<file path="src/design/ili_pkg.sv">
`timescale 1ns / 1ps

package ili_pkg;

    localparam int DEPTH_DEFAULT = 64;

    localparam int KIND_W  = 3;
    localparam int POS_W   = 7;
    localparam int VALUE_W = 32;
    localparam int STAT_W  = 2;

    localparam logic [KIND_W-1:0] K_CLEAR     = 3'd0;
    localparam logic [KIND_W-1:0] K_APPEND    = 3'd1;
    localparam logic [KIND_W-1:0] K_DUMP      = 3'd2;
    localparam logic [KIND_W-1:0] K_INSERT    = 3'd3;
    localparam logic [KIND_W-1:0] K_OVERWRITE = 3'd4;
    localparam logic [KIND_W-1:0] K_DELETE    = 3'd5;

    localparam logic [STAT_W-1:0] ST_OK     = 2'd0;
    localparam logic [STAT_W-1:0] ST_BADPOS = 2'd1;
    localparam logic [STAT_W-1:0] ST_FULL   = 2'd2;
    localparam logic [STAT_W-1:0] ST_EMPTY  = 2'd3;

    // controller -> datapath
    typedef struct packed {
        logic             exec;       // run the accepted item's operation
        logic             dump_emit;  // emit cell 0 and rotate the list
        logic [POS_W-1:0] dump_pos;
        logic             dump_last;
    } ili_cmd_t;

    // datapath -> controller
    typedef struct packed {
        logic [POS_W-1:0] count;
        logic             empty;
    } ili_stat_t;

endpackage

</file>
<file path="src/design/ili_ctrl.sv">
`timescale 1ns / 1ps

module ili_ctrl (
    input  logic                       aclk,
    input  logic                       aresetn,
    input  logic                       s_tvalid,
    output logic                       s_tready,
    input  logic [ili_pkg::KIND_W-1:0] kind,
    output logic                       m_tvalid,
    input  logic                       m_tready,
    input  ili_pkg::ili_stat_t         stat,
    output ili_pkg::ili_cmd_t          cmd
);

    typedef enum logic [1:0] {
        S_IDLE = 2'b01,
        S_DUMP = 2'b10
    } state_t;

    state_t state_reg, state_next;
    logic [ili_pkg::POS_W-1:0] pos_reg, pos_next;
    logic valid_reg, valid_next;
    logic out_free;
    logic load;

    assign out_free = !valid_reg || m_tready;
    assign s_tready = (state_reg == S_IDLE) && out_free;

    always_comb begin
        state_next = state_reg;
        pos_next   = pos_reg;
        cmd        = '0;
        load       = 1'b0;
        unique case (state_reg)
            S_IDLE: begin
                if (s_tvalid && s_tready) begin
                    load = 1'b1;
                    if (kind == ili_pkg::K_DUMP && !stat.empty) begin
                        cmd.dump_emit = 1'b1;
                        cmd.dump_pos  = 7'd1;
                        cmd.dump_last = (stat.count == 7'd1);
                        if (stat.count != 7'd1) begin
                            state_next = S_DUMP;
                            pos_next   = 7'd2;
                        end
                    end else begin
                        cmd.exec = 1'b1;
                    end
                end
            end
            S_DUMP: begin
                if (out_free) begin
                    load          = 1'b1;
                    cmd.dump_emit = 1'b1;
                    cmd.dump_pos  = pos_reg;
                    cmd.dump_last = (pos_reg == stat.count);
                    pos_next      = pos_reg + 7'd1;
                    if (pos_reg == stat.count) state_next = S_IDLE;
                end
            end
            default: begin
                state_next = S_IDLE;
            end
        endcase
    end

    always_comb begin
        if (load) valid_next = 1'b1;
        else if (m_tready) valid_next = 1'b0;
        else valid_next = valid_reg;
    end

    always_ff @(posedge aclk) begin
        if (!aresetn) begin
            state_reg <= S_IDLE;
            valid_reg <= 1'b0;
            pos_reg   <= '0;
        end else begin
            state_reg <= state_next;
            valid_reg <= valid_next;
            pos_reg   <= pos_next;
        end
    end

    assign m_tvalid = valid_reg;

endmodule

</file>
<file path="config.mk">
export PLATFORM = sky130hd
export DESIGN_NAME = ili_ctrl
export DESIGN_NICKNAME = d
export VERILOG_FILES = /design/src/design/ili_pkg.sv /design/src/design/ili_ctrl.sv
export SDC_FILE = /design/constraint.sdc
export NUM_CORES = 1
export LEC_CHECK = 0
export BUFFER_PORTS_ARGS = -buffer_cell sky130_fd_sc_hd__buf_2
export CORE_MARGIN = 1.5
export CORE_UTILIZATION = 45
export DETAILED_ROUTE_END_ITERATION = 10
export PLACE_DENSITY = 0.73
export SETUP_SLACK_MARGIN = 0.02
export SYNTH_ARGS = -nofsm -noshare
export SYNTH_HDL_FRONTEND = slang
export SYNTH_SLANG_ARGS = --single-unit
</file>
<file path="constraint.sdc">
create_clock -name aclk -period 5.2 [get_ports aclk]
set_clock_uncertainty 0.05 [all_clocks]
set_input_delay 0.52 -clock aclk [delete_from_list [all_inputs] [get_ports aclk]]
set_output_delay 0.52 -clock aclk [all_outputs]
set_load 0.01 [all_outputs]
</file>
Yosys cells after proc, flatten, opt, wreduce, memory -nomap -nowiden
Index checks and enable logic that the tools add are counted.
{"block": "op_classes", "n_addsub": 1, "eq_ne": 11, "n_mux": 22, "n_reduce_logical": 10}
{"cell": "2-to-1 mux 7 bit", "n": 4}
{"cell": "2-to-1 mux 9 bit", "n": 2}
{"cell": "one-hot mux 9 bit (2 select lines)", "n": 1}
{"cell": "one-hot mux 7 bit (2 select lines)", "n": 1}
{"cell": "2-to-1 mux 10 bit", "n": 1}
{"cell": "2-to-1 mux 2 bit", "n": 5}
{"cell": "AND reduction 5 bit", "n": 2}
{"cell": "adder 7 x 1 -> 7 bit (second input constant)", "n": 1}
{"cell": "equality test 7 x 1 -> 1 bit (second input constant)", "n": 1}
{"cell": "equality test 7 bit", "n": 1}
{"cell": "!= test 7 x 1 -> 1 bit (second input constant)", "n": 1}
{"cell": "2-to-1 mux 1 bit", "n": 6}
{"cell": "!= test 2 x 1 -> 1 bit (second input constant)", "n": 3}
{"cell": "!= test 2 bit (second input constant)", "n": 2}
{"cell": "one-hot mux 2 bit (2 select lines)", "n": 1}
{"cell": "nonzero test 2 bit", "n": 2}
{"cell": "equality test 3 x 2 -> 1 bit (second input constant)", "n": 1}
{"cell": "logical AND 1 bit", "n": 3}
{"cell": "equality test 2 x 1 -> 1 bit (second input constant)", "n": 1}
{"cell": "equality test 2 bit (second input constant)", "n": 1}
{"cell": "logical NOT 1 bit", "n": 2}
{"cell": "one-hot mux 1 bit (2 select lines)", "n": 1}
{"cell": "logical OR 1 bit", "n": 1}
{"block": "word_totals", "ff_bits": 10, "input_bits": 15, "output_inout_bits": 12, "wordCells": 47}

Longest topological paths before layout
{"block": "depth", "word_depth": 7, "depth_mapped": 8, "depth_no_buf": 7}

Least setup slack after synthesis
No wires, ideal clock.
{"block": "synth_timing", "path_kind": "input -> output", "startpoint": "in stat[4] (netlist name)", "endpoint": "out cmd[0] (netlist name)", "arrival_time_ns": 1.812, "required_ns": 4.630, "setup_slack_ns": 2.818, "stages": 5, "n_path_buf": 0, "cell_sequence": "or4_1 -> nor4_1 -> inv_1 -> o22a_1 -> nor2_1"}
{"item": "start: declaration", "line": "ili_ctrl.sv:11", "rtl": "input ili_pkg::ili_stat_t stat,"}
{"item": "end: declaration", "line": "ili_ctrl.sv:12", "rtl": "output ili_pkg::ili_cmd_t cmd"}

==> results.md <==
- Hold Crit Start: state_reg[1]$_SDFFE_PN0P_
- Cell mode on critical path: buf_2
- Tmin final: 2.652 ns
- Synth Register Bits: 10
- Postcts setup bufs: 0
- Slew HR: between 60 and 70%
- Cells resized by post-CTS repair: 0
- GRT Total Usage: 21.52%
- Initial DRC count: 23
- Crit path max fanout: 3
- Total core area: 0.001541 mm2
- Synth unique cells: 32
- Antenna Nets Post-Route: 0
- Worst r2r path cells: 7
- Top cells by area, synth: dfxtp_1, and2_1, ha_1
- H-tree depth: 1
- Die Width: 44.22 um
- Mapped Area: 764.5 um2
- Worst IR Drop VDD: 0.2523 mV
- Lkg Pwr: around 0.43 nW
- YS warnings: 0
- Min-delay worst type: register to register
- Syn nets: around 110
- Final Hold Vio Count: 0
- Root buffer cell: clkbuf_4
- Tcrit/Tclk final: 50.99%
- P per Cell Area: roughly 310 mW/mm2
- Reg2reg end: pos_reg[6]$_SDFFE_PN0P_
- Termination of the worst setup path: cmd[0]
- Area share of the largest cell type after synthesis: 26.19%
- Remaining DRCs: 0
- Routed Wire Length: roughly 1.9 mm
- Worst setup margin: 2.548 ns
- N_diodes: 0
- Worst path required time: 4.63 ns
- Met1 Use GR: 27.75%
- Layout overhead on the synthesized area: 23.40%
- Sequential-to-total area share from yosys stat: between 20% and 30%
- Run status: finished clean
- Cell taking the most area after synthesis: dfxtp_1
- Remaining global-route overflow: 0
- Tightest Pin Transition: 0.5213 ns
- Worst path slowest cell: or4_1
- Reg2reg start: state_reg[0]$_SDFFE_PN1P_
- Setup CP Type: input pin to primary output
- Filler instances: roughly 150
- Top Ports: 27
- Initial antenna violation count: 0
- Clock-pin slew on the worst setup and hold paths: 0.07 ns
- Vias: 806
- Die Y: 44.22 um
- Clk Latency, worst-skew pair: 0.28 ns
- GR peak layer: met2
- First-pass GRT wire length: 3.098 mm
- CP Launch Type: input pin
- Clock Sinks: 10
- Commonest non-fill, non-tap cells in the layout: buf_2, dfxtp_1, nand2_1
- Critical-path cell list: buf_2 > or4_1 > nor4_1 > inv_1 > o22a_1 > nor2_1 > buf_2
- Final TNS setup: 0 ns
- Hold_buf cts: 0
- Fraction of layout cells with a size suffix above 1: 29.51%
- Worst setup EP type: primary output
- Worst slack, placed: 2.543 ns
- Most common cell after layout, fill and taps aside: buf_2
- Die area: 0.001955 mm2
- Met2 Use GR: 35.88%
- DP Wirelength: 1.418 mm
- FF-to-FF setup slack: slightly above 3 ns
- Final Max Tran Viols: 0
- Fmax achieved: 377.1 MHz
- Critical Path AT: about 2.1 ns
- Initial core utilization: 49.59%
- RSZ-0062 raised after global routing: no
- Largest register FFs: 7
- Max incr delay on CP: 0.53 ns
- Max-cap violations: 0
- Setup violators final: 0
- Port Buf Inserts: 26
- Final #Nets: ~140
- Vias per cell: a little under 6
- Routed len/inst: approximately 14 um
- Drt pass-1 iters: 4
- Total CTS buffers: 3
- Std cell rows: 14
- Pin count of the biggest net entering global routing: 18
- Cells after Synth: 94
- Syn avg cell area: 8.133 um2
- Setup crit start: stat[4]
- M3 GR Usage: under 10%
- Placer Congestion: 0.8168
- Vias in the first global route: 726
- CTS tree: yes
- Deepest clock path buffer count: 2
==> worst max-delay path: cells and delay by family <==
kind	cells	cell delay, ns
compound gates	1	0.21
buf+inv	3	0.33
simple gates	3	1.02
==> how the worst min path moves through the flow <==
stage / endpoint / slack [ns] / cells past startpoint
final: state_reg[1]$_SDFFE_PN0P_ / 0.43 / 2
after CTS: state_reg[1]$_SDFFE_PN0P_ / 0.43 / 2
after floorplan: state_reg[1]$_SDFFE_PN0P_ / 0.40 / 2
after detailed placement: state_reg[1]$_SDFFE_PN0P_ / 0.42 / 2
after global routing: state_reg[1]$_SDFFE_PN0P_ / 0.48 / 2
after global placement: state_reg[1]$_SDFFE_PN0P_ / 0.41 / 2
==> kinds of logic (layout without fill, tap and decap cells) <==
kind of cell	Yosys count	in the layout	share of synthesized area (%)
and+or+nand+nor	44	44	34.53
AOI/OAI and AO/OA	23	23	22.91
DFF	10	10	26.19
xor gates and xnor gates	7	7	8.020
buffers and inverters	7	35	3.438
adders and majority gates	3	3	4.911
==> routing by layer <==
| layer | up-vias | part of all wire, % |
|---|---|---|
| met5 | - | 0 |
| met4 | 0 | 1.5 |
| met3 | 2 | 6.2 |
| met2 | 32 | 48 |
| met1 | 373 | 44 |
| li1 | 399 | - |
==> where the power goes <==
group          switching, mW  internal, mW  total (mW)
Combinational         0.0733        0.0519       0.125
Sequential           0.00831        0.0872      0.0955
Clock                 0.0315        0.0426      0.0741
Total                  0.113         0.182       0.295
==> metrics by stage <==
stage	hold WS, ns	util [%]	total power, mW	area [um2]	std cells
3_5_place_dp	0.4227	58.85	0.2164	907.1	134
6_report	0.4344	61.20	0.2948	943.4	138
3_3_place_gp	0.4136	58.85	0.2143	907.1	134
4_1_cts	0.4327	61.20	0.2926	943.4	138
5_1_grt	0.4790	61.20	0.3138	943.4	138
2_1_floorplan	0.3985	-	0.1813	764.5	94
==> cell usage after synthesis <==
| master | n |
|---|---|
| o32ai_2 | 2 |
| o22ai_1 | 1 |
| or2_4 | 1 |
| xor2_1 | 4 |
| a21oi_1 | 6 |
| nand3b_1 | 3 |
| or4_1 | 1 |
| and3_1 | 2 |
| o21ai_0 | 4 |
| a2111o_1 | 1 |
| o211ai_1 | 2 |
| nand2_1 | 9 |
| o21ba_2 | 1 |
| nor4_1 | 2 |
| a2111oi_0 | 1 |
| a21o_1 | 1 |
| dfxtp_1 | 10 |
| and2_1 | 8 |
| o22a_1 | 1 |
| ha_1 | 3 |
| a211oi_1 | 1 |
| nor2_1 | 6 |
| o311a_1 | 1 |
| nand3_1 | 4 |
| nand2b_1 | 5 |
| nand4_1 | 1 |
| clkbuf_1 | 2 |
| nand4_2 | 1 |
| inv_1 | 5 |
| o21bai_1 | 1 |
| nor4b_4 | 1 |
| xnor2_1 | 3 |
==> area by class of cell <==
class	instances	area [um2]	area share [%]
Clock buffer	4	36.28	3.846
Inverter	5	18.77	1.989
Multi-Input combinational cell	77	538.0	57.03
Sequential cell	10	200.2	21.22
Tap cell	16	20.02	2.122
Timing Repair Buffer	26	130.1	13.79
No activity file was read; power rests on OpenSTA's default activity.
